[src/sv/spq_pkg.sv]
// Shared types and codes for the sorted priority queue.
// No dependencies; imported by spq_cell and sorted_priority_queue.
`default_nettype none
package spq_pkg;

   typedef logic [1:0] kind_type;

   localparam kind_type KIND_PEEK = 2'd0;
   localparam kind_type KIND_PUSH = 2'd1;
   localparam kind_type KIND_POP  = 2'd2;

   typedef struct packed {
      logic push;
      logic pop;
   } cell_ctrl_type;

endpackage
`default_nettype wire

[src/sv/spq_cell.sv]
// One slot of the sorted queue chain: holds an entry and trades with its neighbors.
// Depends on spq_pkg for the control struct.
`default_nettype none
module spq_cell #(
   parameter int PRIO_BITS    = 16,
   parameter int PAYLOAD_BITS = 32
) (
   input  wire                            clock,
   input  spq_pkg::cell_ctrl_type         ctrl,
   input  wire                            occupied,
   input  wire signed [PRIO_BITS-1:0]     new_prio,
   input  wire        [PAYLOAD_BITS-1:0]  new_payload,
   input  wire                            left_shift,
   input  wire signed [PRIO_BITS-1:0]     left_prio,
   input  wire        [PAYLOAD_BITS-1:0]  left_payload,
   input  wire signed [PRIO_BITS-1:0]     right_prio,
   input  wire        [PAYLOAD_BITS-1:0]  right_payload,
   output logic                           shift,
   output logic signed [PRIO_BITS-1:0]    prio,
   output logic       [PAYLOAD_BITS-1:0]  payload,
   output logic signed [PRIO_BITS-1:0]    prio_next,
   output logic       [PAYLOAD_BITS-1:0]  payload_next
);
   import spq_pkg::*;

   logic signed [PRIO_BITS-1:0]    prio_ff;
   logic        [PAYLOAD_BITS-1:0] payload_ff;
   logic signed [PRIO_BITS-1:0]    prio_in;
   logic        [PAYLOAD_BITS-1:0] payload_in;

   // this slot and all behind it move back on a push
   assign shift = !occupied || (prio_ff < new_prio);

   always_comb begin
      prio_in    = prio_ff;
      payload_in = payload_ff;
      if (ctrl.push && shift) begin
         if (left_shift) begin
            prio_in    = left_prio;
            payload_in = left_payload;
         end else begin
            prio_in    = new_prio;
            payload_in = new_payload;
         end
      end else if (ctrl.pop) begin
         prio_in    = right_prio;
         payload_in = right_payload;
      end
   end

   always_ff @(posedge clock) begin
      prio_ff    <= prio_in;
      payload_ff <= payload_in;
   end

   assign prio         = prio_ff;
   assign payload      = payload_ff;
   assign prio_next    = prio_in;
   assign payload_next = payload_in;

endmodule
`default_nettype wire

[src/sv/sorted_priority_queue.sv]
// Sorted priority queue built as a chain of spq_cell slots, front at slot 0.
// The response is registered and appears in the cycle after the request is accepted.
// One request per cycle unless a held response is stalled; slots update in parallel.
// Reset clears the entry count and the response valid flag; slot contents stay undefined.
// Depends on spq_pkg and spq_cell.
`default_nettype none
module sorted_priority_queue #(
   parameter int DEPTH        = 16,
   parameter int PRIO_BITS    = 16,
   parameter int PAYLOAD_BITS = 32
) (
   input  wire                  clock,
   input  wire                  reset,
   input  wire                  req_tvalid,
   output logic                 req_tready,
   // priority_req, payload
   input  wire  [((PRIO_BITS+PAYLOAD_BITS+7)/8)*8-1:0] req_tdata,
   // kind
   input  spq_pkg::kind_type    req_tuser,
   output logic                 rsp_tvalid,
   input  wire                  rsp_tready,
   // accepted, is_empty, entry_count, front_priority, front_payload
   output logic [((2+$clog2(DEPTH+1)+PRIO_BITS+PAYLOAD_BITS+7)/8)*8-1:0] rsp_tdata
);
   import spq_pkg::*;

   localparam int CW       = $clog2(DEPTH + 1);
   localparam int RSP_BITS = 2 + CW + PRIO_BITS + PAYLOAD_BITS;
   localparam int RSP_W    = ((RSP_BITS + 7) / 8) * 8;
   localparam logic [PRIO_BITS-1:0] EMPTY_PRIO =
      {1'b1, {(PRIO_BITS-2){1'b0}}, 1'b1};

   logic signed [PRIO_BITS-1:0]    new_prio;
   logic        [PAYLOAD_BITS-1:0] new_payload;
   logic                           req_fire;
   logic                           full;
   logic                           push_ok;
   cell_ctrl_type                  ctrl;

   logic [CW-1:0] count_ff, count_in;
   logic          rsp_valid_ff, rsp_valid_in;
   logic [RSP_BITS-1:0] rsp_data_ff, rsp_data_in;

   logic                           shift_v [DEPTH];
   logic signed [PRIO_BITS-1:0]    prio_v [DEPTH];
   logic        [PAYLOAD_BITS-1:0] payload_v [DEPTH];
   logic signed [PRIO_BITS-1:0]    prio_nx [DEPTH];
   logic        [PAYLOAD_BITS-1:0] payload_nx [DEPTH];

   assign new_prio    = req_tdata[PRIO_BITS-1:0];
   assign new_payload = req_tdata[PRIO_BITS+PAYLOAD_BITS-1:PRIO_BITS];

   assign req_tready = !rsp_valid_ff || rsp_tready;
   assign req_fire   = req_tvalid && req_tready;
   assign full       = (count_ff == CW'(DEPTH));
   assign push_ok    = req_fire && (req_tuser == KIND_PUSH) && !full;

   always_comb begin
      ctrl.push = push_ok;
      ctrl.pop  = req_fire && (req_tuser == KIND_POP) && (count_ff != '0);
   end

   genvar i;
   generate
      for (i = 0; i < DEPTH; i++) begin : g_cell
         logic                           occ;
         logic                           l_shift;
         logic signed [PRIO_BITS-1:0]    l_prio, r_prio;
         logic        [PAYLOAD_BITS-1:0] l_payload, r_payload;

         assign occ = (count_ff > CW'(i));

         if (i == 0) begin : g_head
            assign l_shift   = 1'b0;
            assign l_prio    = new_prio;
            assign l_payload = new_payload;
         end else begin : g_body
            assign l_shift   = shift_v[i-1];
            assign l_prio    = prio_v[i-1];
            assign l_payload = payload_v[i-1];
         end

         if (i == DEPTH - 1) begin : g_tail
            assign r_prio    = prio_v[i];
            assign r_payload = payload_v[i];
         end else begin : g_mid
            assign r_prio    = prio_v[i+1];
            assign r_payload = payload_v[i+1];
         end

         spq_cell #(
            .PRIO_BITS    (PRIO_BITS),
            .PAYLOAD_BITS (PAYLOAD_BITS)
         ) u_cell (
            .clock         (clock),
            .ctrl          (ctrl),
            .occupied      (occ),
            .new_prio      (new_prio),
            .new_payload   (new_payload),
            .left_shift    (l_shift),
            .left_prio     (l_prio),
            .left_payload  (l_payload),
            .right_prio    (r_prio),
            .right_payload (r_payload),
            .shift         (shift_v[i]),
            .prio          (prio_v[i]),
            .payload       (payload_v[i]),
            .prio_next     (prio_nx[i]),
            .payload_next  (payload_nx[i])
         );
      end
   endgenerate

   always_comb begin
      count_in = count_ff;
      if (ctrl.push) begin
         count_in = count_ff + CW'(1);
      end else if (ctrl.pop) begin
         count_in = count_ff - CW'(1);
      end
   end

   always_comb begin
      rsp_valid_in = rsp_valid_ff;
      rsp_data_in  = rsp_data_ff;
      if (req_fire) begin
         rsp_valid_in = 1'b1;
         rsp_data_in[0]      = !((req_tuser == KIND_PUSH) && full);
         rsp_data_in[1]      = (count_in == '0);
         rsp_data_in[CW+1:2] = count_in;
         if (count_in == '0) begin
            rsp_data_in[CW+1+PRIO_BITS:CW+2]                       = EMPTY_PRIO;
            rsp_data_in[RSP_BITS-1:CW+2+PRIO_BITS]                 = '0;
         end else begin
            rsp_data_in[CW+1+PRIO_BITS:CW+2]                       = prio_nx[0];
            rsp_data_in[RSP_BITS-1:CW+2+PRIO_BITS]                 = payload_nx[0];
         end
      end else if (rsp_tready) begin
         rsp_valid_in = 1'b0;
      end
   end

   always_ff @(posedge clock) begin
      if (reset) begin
         count_ff     <= '0;
         rsp_valid_ff <= 1'b0;
      end else begin
         count_ff     <= count_in;
         rsp_valid_ff <= rsp_valid_in;
      end
      rsp_data_ff <= rsp_data_in;
   end

   assign rsp_tvalid = rsp_valid_ff;
   assign rsp_tdata  = RSP_W'(rsp_data_ff);

endmodule
`default_nettype wire

[config.mk]
export PLATFORM = sky130hd
export DESIGN_NAME = sorted_priority_queue
export DESIGN_NICKNAME = d
export VERILOG_FILES = /design/src/sv/spq_pkg.sv /design/src/sv/spq_cell.sv /design/src/sv/sorted_priority_queue.sv
export SDC_FILE = /design/constraint.sdc
export NUM_CORES = 2
export LEC_CHECK = 0
export ABC_AREA = 1
export BUFFER_PORTS_ARGS = -buffer_cell sky130_fd_sc_hd__buf_4
export CORE_MARGIN = 1.5
export CORE_UTILIZATION = 36
export CTS_BUF_LIST = sky130_fd_sc_hd__clkbuf_2
export CTS_CLUSTER_DIAMETER = 50
export DETAILED_ROUTE_END_ITERATION = 10
export SYNTH_ARGS = -nofsm -noshare
export SYNTH_HDL_FRONTEND = slang
export SYNTH_HIERARCHICAL = 1
export SYNTH_SLANG_ARGS = --single-unit
[constraint.sdc]
create_clock -name clock -period 6.4 [get_ports clock]
set_clock_uncertainty 0.05 [all_clocks]
set_input_delay 0.32 -clock clock [delete_from_list [all_inputs] [get_ports clock]]
set_output_delay 0.32 -clock clock [all_outputs]
set_load 0.01 [all_outputs]
==> run metrics <==
largest net degree at the start of global routing 203; IO Pins 112; Via Count 45,200; Mean Syn Cell Area 8.00 sq um; Pins Over Slew Limit 0; Final ANT Viol Nets 0; final period utilization 94.5%; Post-CTS Setup Repair Bufs 0; core area 148,000 sq um; H-Tree Depth 4; die area 152,000 sq um; min cycle time layout 6.04 ns; CTS tree done; clk_lat worst skew 1.64 ns; maxcap violations 0; critical path endpoint category flip-flop; pwr dens 309 nW/um^2; routed vias/inst 5.07; layout cells sized above 1 27.2%; Hold Violations, Final 0; Root Buffer clkbuf_2; Slew headroom 21.6%; layout overhead on the synthesized area 9.63%; Hold Crit Class reg -> reg; Leak 29.3 nW; YS warnings 6; Setup TNS 0 ns; CP max stage cell dlygate4sd3_1; maximum vdd drop 171 uV; Finished Cell Area 58,900 sq um; vias in the first global route 43,500; Initial Util 36.3%; critical path data required time 7.91 ns; Clock Tree Buf Depth 3; power share of the clock group 21.4%; most frequent CP cell dlygate4sd3_1; delay-heaviest family, CP buffers and inverters; CTS Buf Count 228; commonest cells in the synthesized netlist nand2_1, mux2_2, nand3_1; Power Total 0.0182 W; sw power 0.00665 W; Seq. cell area 17,100 sq um; DIE HEIGHT 389 um; Worst-Margin Slew 1.17 ns; Seq pwr share 43.9%; max frequency 165 MHz; ys async rst share 0%; Crit Path Category in -> reg; PortBufs 110; Post-synth EDFFs 55; drt wl/cell 17.0 um; Synth area leaders dfxtp_1, mux2_2, nand2_1; Clk pin slew, worst setup/hold paths 0.12 ns; # fillers 15,200; RSZ-0062 raised after global routing no; GR Util All Layers 19.6%; Critical Path AT 7.55 ns; DRC Markers 0; internal power 0.0115 W; area of the multi-input gates 32,800 sq um; Crit Path Max Fanout 60; Sw Ratio 36.6%; Synth Cell Area 53,700 sq um; initial antenna violation count 14; Synth top area share 28.8%; DR pass1 iterations 6; Comb power frac 34.7%; count leader, synth nand2_1; Yosys cell types 36; final wirelength 152,000 um; Cell Rows 141; placement-stage cell area 55,300 sq um; initial DRC count 3,363; Seq cells post-synth 829; global-route wire length before repair 242,000 um; status complete, no violations; CP Launch Type input pin; Setup-failing EPs final 0; DP HPWL 89,900 um; Seq/Total Area, Yosys 31.9%; GRT Residual Overflow 0; largest area contributor in the netlist dfxtp_1; CP max stage delay 1.22 ns; Sink Count 829; Final nets 7,122; GP Congestion 0.823; Cells after Synth 6,713; worst-path cell chain dlygate4sd3_1 -> buf_4 -> dlygate4sd3_1 -> inv_1 -> ha_1 -> a21oi_1 -> o21ai_0 -> dlygate4sd3_1 -> nor2_1 -> dlygate4sd3_1 -> nand3_1 -> dlygate4sd3_1 -> nand3_4 -> dlygate4sd3_1 -> buf_4 -> mux2_2 -> dlygate4sd3_1 -> nand3_1 -> nand2_1; Post-synth top flop dfxtp_1; Die X 389 um; CP bufs+invs 10
==> path summary, 6_finish.rpt <==
kind	from	endpoint	slack [ns]	cells past startpoint
worst min-delay path	g_cell[10].u_cell/payload[1]$_DFF_P_	g_cell[9].u_cell/payload[1]$_DFF_P_	0.44	3
worst max-delay path	req_tdata[15]	g_cell[3].u_cell/payload[26]$_DFF_P_	0.36	19
worst max register to register	g_cell[5].u_cell/prio[10]$_DFF_P_	g_cell[5].u_cell/prio[11]$_DFF_P_	0.98	17
worst min register to register	g_cell[10].u_cell/payload[1]$_DFF_P_	g_cell[9].u_cell/payload[1]$_DFF_P_	0.44	3
==> power groups by stage <==
stage,Combinational [W],Clock (W),Sequential [W]
6_report,0.00630,0.00389,0.00799
2_1_floorplan,0.00507,0,0.00764
4_1_cts,0.00627,0.00404,0.00797
3_5_place_dp,0.00607,0,0.00809
3_3_place_gp,0.00595,0,0.00800
5_1_grt,0.00716,0.00431,0.00821
==> cell families (layout without fill, tap and decap cells) <==
| logic type | Yosys count | after routing | synth area share (%) |
|---|---|---|---|
| flops | 829 | 829 | 31.9 |
| xor+xnor | 2 | 2 | 0.0326 |
| other cells | 1 | 3 | 0.00698 |
| buf+inv | 856 | 1136 | 7.29 |
| compound gates | 467 | 467 | 4.64 |
| fa+ha+maj | 246 | 246 | 5.73 |
| simple gates | 3032 | 3032 | 23.5 |
| mux | 1280 | 1280 | 26.8 |
==> layer usage <==
layer	part of all wire, %	GRT usage [%]	wire [um]	vias up
met3	6.6	4.51	9990	218
met1	49	27.5	74500	21000
met2	42	29.7	64500	1099
met4	2.0	5.85	3090	4
li1	-	-	-	22900
met5	0.019	0	29	-
==> area by class of cell <==
type                    count  share of cell area, %
clock inverters            49                  0.423
repair buffers            322                   4.98
diodes                      1                0.00425
well taps                1930                   4.10
clock buffers             353                   3.00
inverters                 412                   2.64
flip-flops and latches    829                   29.1
multi-input cells        5029                   55.7
==> worst min-delay path: stages (launching register included) <==
cell,delay (ns)
dfxtp_1,0.36
mux2_2,0.15
nand2_1,0.04
nand2_1,0.05
==> flip-flops by register name, indices dropped and copies added (netlist names) <==
| register | cells |
|---|---|
| rsp_data_ff | 55 |
| g_cell.u_cell/prio | 256 |
| count_ff | 5 |
| g_cell.u_cell/payload | 512 |
| rsp_tvalid | 1 |
==> cell usage in the layout (no fill, tap or decap), drive strengths merged, types with 2 or more instances in the layout <==
| cell type | synthesis | final |
|---|---|---|
| nand2 | 2115 | 2115 |
| mux2 | 1280 | 1280 |
| nand3 | 824 | 824 |
| dfxtp | 774 | 774 |
| inv | 412 | 421 |
| clkbuf | 210 | 353 |
| o21ai | 294 | 294 |
| ha | 246 | 246 |
| buf | 234 | 167 |
| a21oi | 158 | 158 |
| dlygate4sd3 | 0 | 155 |
| nor2 | 67 | 67 |
| edfxtp | 55 | 55 |
| clkinv | 0 | 39 |
| nand4 | 17 | 17 |
| o21a | 10 | 10 |
| nor3 | 7 | 7 |
| xor2 | 2 | 2 |
| conb | 1 | 2 |
| or2 | 2 | 2 |
==> metrics by stage <==
step	setup slack [ns]	cells	hold WS, ns	utilization, %
after floorplan	0.579	6714	0.339	-
after global placement	2.41	8367	0.495	37.4
after detailed placement	2.36	8367	0.494	37.4
after CTS	0.705	8924	0.262	39.8
after global routing	0.256	8925	0.411	39.8
final	0.355	8925	0.436	39.8
==> what timing repair did <==
item                      CTS  global route
hold buffers              155             0
hold endpoints to repair  884             0
resized for setup           0             0
No activity file was read; power rests on OpenSTA's default activity.
